File: config.mk
export PLATFORM = sky130hd
export DESIGN_NAME = ordered_list_store_unit
export DESIGN_NICKNAME = d
export VERILOG_FILES = /design/src/ols_pkg.sv /design/src/ordered_list_store_unit.sv /design/src/ols_cell.sv
export SDC_FILE = /design/constraint.sdc
export NUM_CORES = 2
export LEC_CHECK = 0
export BUFFER_PORTS_ARGS = -buffer_cell sky130_fd_sc_hd__buf_2
export CORE_ASPECT_RATIO = 1.1
export CORE_MARGIN = 2
export CORE_UTILIZATION = 50
export CTS_CLUSTER_SIZE = 12
export DETAILED_ROUTE_END_ITERATION = 16
export PLACE_DENSITY_LB_ADDON = 0.15
export SLEW_MARGIN = 15
export SYNTH_ARGS = -nofsm -noshare
export SYNTH_HDL_FRONTEND = slang
export SYNTH_SLANG_ARGS = --single-unit
File: constraint.sdc
create_clock -name clk -period 5.9 [get_ports clk]
set_input_delay 0.885 -clock clk [delete_from_list [all_inputs] [get_ports clk]]
set_output_delay 0.885 -clock clk [all_outputs]
set_load 0.01 [all_outputs]
File: src/ols_pkg.sv
package ols_pkg;

	localparam int DEPTH   = 16;
	localparam int DATA_W  = 32;
	localparam int POS_W   = $clog2(DEPTH);
	localparam int COUNT_W = $clog2(DEPTH + 1);
	localparam int CMD_W   = 3;
	localparam int STAT_W  = 2;

	typedef enum logic [CMD_W-1:0] {
		CMD_PUSH   = 3'd0,
		CMD_POP    = 3'd1,
		CMD_INSERT = 3'd2,
		CMD_DELETE = 3'd3,
		CMD_FIND   = 3'd4,
		CMD_REMOVE = 3'd5,
		CMD_READ   = 3'd6
	} cmd_t;

	typedef enum logic [STAT_W-1:0] {
		ST_OK    = 2'd0,
		ST_EMPTY = 2'd1,
		ST_RANGE = 2'd2,
		ST_FULL  = 2'd3
	} status_t;

	// what a cell loads at the next edge
	typedef enum logic [1:0] {
		CELL_HOLD  = 2'd0,
		CELL_LOAD  = 2'd1,
		CELL_UP    = 2'd2,
		CELL_DOWN  = 2'd3
	} cell_op_t;

endpackage

File: src/ordered_list_store_unit.sv
// Ordered list of up to 16 signed 32-bit items, kept in a row of register cells.
// Input channel: in_valid / in_stall with cmd, position and item_value. A beat
// is taken when in_valid is high and in_stall is low.
// Output channel: out_valid / out_stall with value, found_position, found,
// status and count; one result beat for every command beat.
// Each cell holds one entry, compares it with item_value and can load from its
// lower or upper neighbor, so insert and delete shift the entries from the given
// position upward at once, and find scans all entries at once through a priority encoder.
// The result appears in the output register in the cycle after the command
// beat. One command is taken per cycle while out_stall is low.
// When out_stall is high with a result waiting, in_stall goes high and the
// held result stays unchanged until it is taken.
// Reset clears the entry count and the output valid; entry contents are not
// cleared, and only positions below the count are ever read.
module ordered_list_store_unit (
	input  logic                               clk,
	input  logic                               arst_n,
	input  logic                               in_valid,
	output logic                               in_stall,
	input  logic [ols_pkg::CMD_W-1:0]          cmd,
	input  logic [ols_pkg::POS_W-1:0]          position,
	input  logic signed [ols_pkg::DATA_W-1:0]  item_value,
	output logic                               out_valid,
	input  logic                               out_stall,
	output logic signed [ols_pkg::DATA_W-1:0]  value,
	output logic [ols_pkg::POS_W-1:0]          found_position,
	output logic                               found,
	output logic [ols_pkg::STAT_W-1:0]         status,
	output logic [ols_pkg::COUNT_W-1:0]        count
);
	import ols_pkg::*;

	logic signed [DATA_W-1:0] entries [DEPTH];
	logic [DEPTH-1:0]         hits;
	cell_op_t                 ops [DEPTH];

	logic [COUNT_W-1:0] count_q;
	logic               out_valid_q;
	logic signed [DATA_W-1:0] value_q;
	logic [POS_W-1:0]   fpos_q;
	logic               found_q;
	logic [STAT_W-1:0]  status_q;
	logic [COUNT_W-1:0] rcount_q;

	logic               accept;
	logic               full;
	logic               empty;
	logic [POS_W-1:0]   rd_idx;
	logic signed [DATA_W-1:0] rd_val;
	logic [DEPTH-1:0]   live_hits;
	logic [POS_W-1:0]   hit_pos;
	logic               any_hit;

	logic                     ins_en;
	logic [COUNT_W-1:0]       ins_pos;
	logic                     del_en;
	logic [COUNT_W-1:0]       del_pos;
	logic signed [DATA_W-1:0] val_d;
	logic [POS_W-1:0]         fpos_d;
	logic                     found_d;
	status_t                  status_d;
	logic [COUNT_W-1:0]       count_d;

	assign in_stall = out_valid_q & out_stall;
	assign accept   = in_valid & ~in_stall;
	assign full     = (count_q == COUNT_W'(DEPTH));
	assign empty    = (count_q == '0);

	// pop reads the tail, read reads the given position
	assign rd_idx = (cmd_t'(cmd) == CMD_POP) ? POS_W'(count_q - COUNT_W'(1)) : position;
	assign rd_val = entries[rd_idx];

	always_comb begin
		logic [COUNT_W-1:0] idx;
		idx     = '0;
		hit_pos = '0;
		for (int i = DEPTH - 1; i >= 0; i--) begin
			idx          = COUNT_W'(i);
			live_hits[i] = hits[i] & (idx < count_q);
			if (live_hits[i]) begin
				hit_pos = POS_W'(i);
			end
		end
	end

	assign any_hit = |live_hits;

	always_comb begin
		ins_en   = 1'b0;
		ins_pos  = '0;
		del_en   = 1'b0;
		del_pos  = '0;
		val_d    = '0;
		fpos_d   = '0;
		found_d  = 1'b0;
		status_d = ST_OK;
		count_d  = count_q;
		unique case (cmd_t'(cmd))
			CMD_PUSH: begin
				if (full) begin
					status_d = ST_FULL;
				end else begin
					ins_en  = 1'b1;
					ins_pos = count_q;
					count_d = count_q + COUNT_W'(1);
				end
			end
			CMD_POP: begin
				if (empty) begin
					status_d = ST_EMPTY;
				end else begin
					val_d   = rd_val;
					count_d = count_q - COUNT_W'(1);
				end
			end
			CMD_INSERT: begin
				if (COUNT_W'(position) > count_q) begin
					status_d = ST_RANGE;
				end else if (full) begin
					status_d = ST_FULL;
				end else begin
					ins_en  = 1'b1;
					ins_pos = COUNT_W'(position);
					count_d = count_q + COUNT_W'(1);
				end
			end
			CMD_DELETE: begin
				if (COUNT_W'(position) >= count_q) begin
					status_d = ST_RANGE;
				end else begin
					del_en  = 1'b1;
					del_pos = COUNT_W'(position);
					val_d   = rd_val;
					count_d = count_q - COUNT_W'(1);
				end
			end
			CMD_FIND, CMD_REMOVE: begin
				if (any_hit) begin
					found_d = 1'b1;
					fpos_d  = hit_pos;
					if (cmd_t'(cmd) == CMD_REMOVE) begin
						// the removed entry equals the searched item
						del_en  = 1'b1;
						del_pos = COUNT_W'(hit_pos);
						val_d   = item_value;
						count_d = count_q - COUNT_W'(1);
					end
				end
			end
			CMD_READ: begin
				if (COUNT_W'(position) >= count_q) begin
					status_d = ST_RANGE;
				end else begin
					val_d = rd_val;
				end
			end
			default: begin
			end
		endcase
	end

	always_comb begin
		logic [COUNT_W-1:0] idx;
		idx = '0;
		for (int i = 0; i < DEPTH; i++) begin
			idx    = COUNT_W'(i);
			ops[i] = CELL_HOLD;
			if (accept && ins_en) begin
				if (idx == ins_pos) begin
					ops[i] = CELL_LOAD;
				end else if (idx > ins_pos && idx <= count_q) begin
					ops[i] = CELL_UP;
				end
			end else if (accept && del_en && idx >= del_pos) begin
				ops[i] = CELL_DOWN;
			end
		end
	end

	for (genvar g = 0; g < DEPTH; g++) begin : g_cell
		logic signed [DATA_W-1:0] prev_w;
		logic signed [DATA_W-1:0] next_w;

		if (g == 0) begin : g_first
			assign prev_w = '0;
		end else begin : g_mid
			assign prev_w = entries[g-1];
		end

		// the top cell has no upper neighbor; what it keeps lies past the count
		if (g == DEPTH - 1) begin : g_last
			assign next_w = entries[g];
		end else begin : g_inner
			assign next_w = entries[g+1];
		end

		ols_cell u_cell (
			.clk        (clk),
			.op         (ops[g]),
			.item_value (item_value),
			.prev_entry (prev_w),
			.next_entry (next_w),
			.entry      (entries[g]),
			.hit        (hits[g])
		);
	end

	always_ff @(posedge clk or negedge arst_n) begin
		if (!arst_n) begin
			count_q     <= '0;
			out_valid_q <= 1'b0;
		end else begin
			if (accept) begin
				count_q     <= count_d;
				out_valid_q <= 1'b1;
			end else if (!out_stall) begin
				out_valid_q <= 1'b0;
			end
		end
	end

	// hold the result beat while the receiver stalls
	always_ff @(posedge clk) begin
		if (accept) begin
			value_q  <= val_d;
			fpos_q   <= fpos_d;
			found_q  <= found_d;
			status_q <= status_d;
			rcount_q <= count_d;
		end
	end

	assign out_valid      = out_valid_q;
	assign value          = value_q;
	assign found_position = fpos_q;
	assign found          = found_q;
	assign status         = status_q;
	assign count          = rcount_q;

endmodule

File: src/ols_cell.sv
module ols_cell (
	input  logic                               clk,
	input  ols_pkg::cell_op_t                  op,
	input  logic signed [ols_pkg::DATA_W-1:0]  item_value,
	input  logic signed [ols_pkg::DATA_W-1:0]  prev_entry,
	input  logic signed [ols_pkg::DATA_W-1:0]  next_entry,
	output logic signed [ols_pkg::DATA_W-1:0]  entry,
	output logic                               hit
);
	import ols_pkg::*;

	logic signed [DATA_W-1:0] entry_q;

	always_ff @(posedge clk) begin
		unique case (op)
			CELL_HOLD: entry_q <= entry_q;
			CELL_LOAD: entry_q <= item_value;
			CELL_UP:   entry_q <= prev_entry;
			CELL_DOWN: entry_q <= next_entry;
			default:   entry_q <= entry_q;
		endcase
	end

	assign entry = entry_q;
	assign hit   = (entry_q == item_value);

endmodule
==> impl_metrics.ini <==
[place]
dpl.hpwl_um = 140000
dp.cells = 4560
portBuffers = 88
place_congestion = 1.11

[worst_setup_path]
worstSetupEndpoint = count[2]$_DFFE_PP_
path_max_fanout = 28
worstReg2RegStart = count_q[4]$_DFFE_PN0P_
worst-endpoint-required_ns = 6.28
cp-end-kind = flop
r2r_cells = 16
arrival_ns = 5.64
r2r_end = count[2]$_DFFE_PP_
r2r_slack_ns = 0.64
critical_path_class = flop to flop
startpoint = count_q[4]$_DFFE_PN0P_
cp-start-kind = flop

[layout]
fillCellCount = 6527
regArea_um2 = 16800
drive_gt1_share_pct = 18.5
area_delta_synth_final_pct = 14.1
fin_util_pct = 57.7
final_common_cell = edfxtp_1
finalNetCount = 3649
instances_no_fill = 4682
multi_input_area_um2 = 21200
mostFrequentLayoutCells = edfxtp_1, xor2_1, a22o_1

[floorplan]
die_w_um = 271
design.die.area_um2 = 80800
coreArea_um2 = 77600
start_util_pct = 50.6
num_rows = 107
ios = 89
die_y_um = 298

[sta]
slew_headroom_pct = 19.9
finalCritPeriodShare_pct = 89.2
setup_tns_ns = 0
skew_ns = 0.0372
max_freq_ghz = 0.190
setup_viol = 0
tightest_slew_ns = 1.19
finalCriticalPeriod_ns = 5.26
rsz0062_at_grt = no
hold_violations = 0
drv_slew = 0

[yosys]
synth_top_area_share_pct = 42.5
syn_inst = 3517
synthAdderAreaFrac_pct = 0.350
synth_xor_area_share_pct = 11.5
synth_edf_count = 556
avgSynthCellArea_um2 = 11.2
yosys-top-cells-area = edfxtp_1, xor2_1, mux4_2
ys_async_sr_fraction_pct = 1.07
synth_compound_area_share_pct = 19.2
ys_seq_elements = 562
yosys.area_share.simple_pct = 12.0
ys_warn_count = 0
synth_nets = 3571
synth_largest_area_cell = edfxtp_1
synthesis.area_um2 = 39300
synth_top_family_by_area = compound AO/OA/AOI/OAI gates
synthFlopType = edfxtp_1
yosysUniqueCellTypes = 82
ys_seq_area_share_pct = 42.9
synthMuxAreaShare_pct = 9.87

[grt]
grt_max_degree = 50
grt_pass1_wl_um = 262000
antenna_found_initial = 4
grt_usage_pct = 45.6
grt_pass1_vias = 33188
overflow = 0

[drt]
drt_iter0_markers = 7880
drt_pre_antenna_iters = 10
antenna_left = 0
drc_errors = 0
num_vias = 35727
wl_per_cell_um = 40.2
detail_route.wirelength_um = 188000
via_per_inst = 7.63

[cts]
cts.clk_slew.worst_paths_ns = 0.06
cts_made_buffers = 68
post_cts_buffers = 0
ctsRootBufferMaster = clkbuf_16
post_cts_resized = 0
htree_num_levels = 3
cts_tree = yes
cts_hold_buf = 0
clock_sinks = 562
clk_latency_ns = 0.64
cts_buffer_depth = 3

[outcome]
status = complete, no violations

[power_and_ir_drop]
ir_drop_uv = 243
p_per_area_nw_per_um2 = 295
totalPowerFinal_mw = 13.2
p_leak_nw = 16.4

[min_path]
min_path_type = input pin to asynchronous set/reset pin

[flow_run]
maxCapViolCount = 0
-- layout make-up --
type                       count  share of cell area [%]
inverter                      26                   0.218
sequential                   562                    37.6
clock inverter                34                   0.751
timing repair buffer         349                    7.22
tap                         1035                    2.89
antenna                        1                 0.00558
multi-input combinational   2588                    47.3
clock buffer                  87                    4.07
-- cells in the mapped netlist (12+ instances only) --
| library cell | n |
|---|---|
| o21ai_0 | 49 |
| or4_1 | 16 |
| edfxtp_1 | 556 |
| xnor2_1 | 142 |
| a21o_1 | 211 |
| and2_1 | 72 |
| nor2_1 | 140 |
| nor4b_1 | 13 |
| mux4_2 | 128 |
| nor4_1 | 143 |
| mux2_2 | 36 |
| buf_1 | 22 |
| nor2b_1 | 67 |
| nand3_1 | 31 |
| mux2i_1 | 34 |
| a221o_1 | 110 |
| mux2_1 | 22 |
| xor2_1 | 374 |
| buf_4 | 12 |
| o31ai_1 | 45 |
| a211oi_1 | 40 |
| inv_1 | 24 |
| nand2_1 | 203 |
| clkbuf_1 | 158 |
| o22ai_1 | 30 |
| nor3_1 | 46 |
| nand4_1 | 91 |
| a22oi_1 | 73 |
| a21oi_1 | 59 |
| a222oi_1 | 32 |
| a22o_1 | 233 |
| buf_2 | 146 |
-- worst max-delay path: stages, from the launching register on --
cell and delay (ns):
dfrtp_1 0.54, buf_4 0.29, nor2_1 0.63, nand2_1 0.51, nand4_1 0.20, nor3_1 0.08
buf_4 0.17, nor4_1 0.44, buf_4 0.25, a41oi_2 0.17, buf_4 0.23, buf_4 0.28
nor2b_1 0.53, nor2b_1 0.13, o221ai_1 0.24, nand4_1 0.15, o21a_1 0.14
-- power by group --
| part | switching [mW] | internal (mW) |
|---|---|---|
| clock network | 1.83 | 2.42 |
| registers | 0.391 | 4.81 |
| logic | 2.45 | 1.32 |
| total | 4.68 | 8.54 |
-- kinds of logic (layout without fill, tap and decap cells) --
family,after synthesis,after routing
compound gates,955,955
xor+xnor,516,516
fa+ha+maj,11,11
buf+inv,367,496
flops,562,562
mux,220,220
other cells,0,1
simple gates,886,886
-- state kept, by name, summed over array words and instances (netlist names) --
| signal | cells |
|---|---|
| found | 1 |
| g_cell.u_cell.entry | 512 |
| out_valid | 1 |
| count_q | 5 |
| found_position | 4 |
| status | 2 |
| value | 32 |
| count | 5 |
-- through the flow --
step	hold slack (ns)	worst slack, ns	area, um2
6_report	0.0901	0.639	44800
4_1_cts	0.0790	0.857	44800
2_1_floorplan	0.555	0.297	39300
5_1_grt	0.0988	0.490	44800
3_5_place_dp	0.524	0.370	42700
3_3_place_gp	0.500	0.252	42700
-- worst min path at each step --
stage | from | to | slack, ns | cells after the start
final | arst_n | out_valid$_DFFE_PN0P_ | 0.09 | 1
after global routing | arst_n | count_q[0]$_DFFE_PN0P_ | 0.1 | 1
after CTS | arst_n | count_q[0]$_DFFE_PN0P_ | 0.08 | 1
after detailed placement | out_valid$_DFFE_PN0P_ | out_valid$_DFFE_PN0P_ | 0.52 | 2
after global placement | out_valid$_DFFE_PN0P_ | out_valid$_DFFE_PN0P_ | 0.50 | 2
after floorplan | out_valid$_DFFE_PN0P_ | out_valid$_DFFE_PN0P_ | 0.55 | 2
-- per-layer routing --
metal  track usage [%]  wire (um)  up-vias
met2              62.9      75700     3463
met5             0.538         95        -
met4              24.9      13200        6
met1              60.7      67600    17708
met3              18.5      31600      575
li1                  -          -    13975
Power figures use the tool's default switching activity.
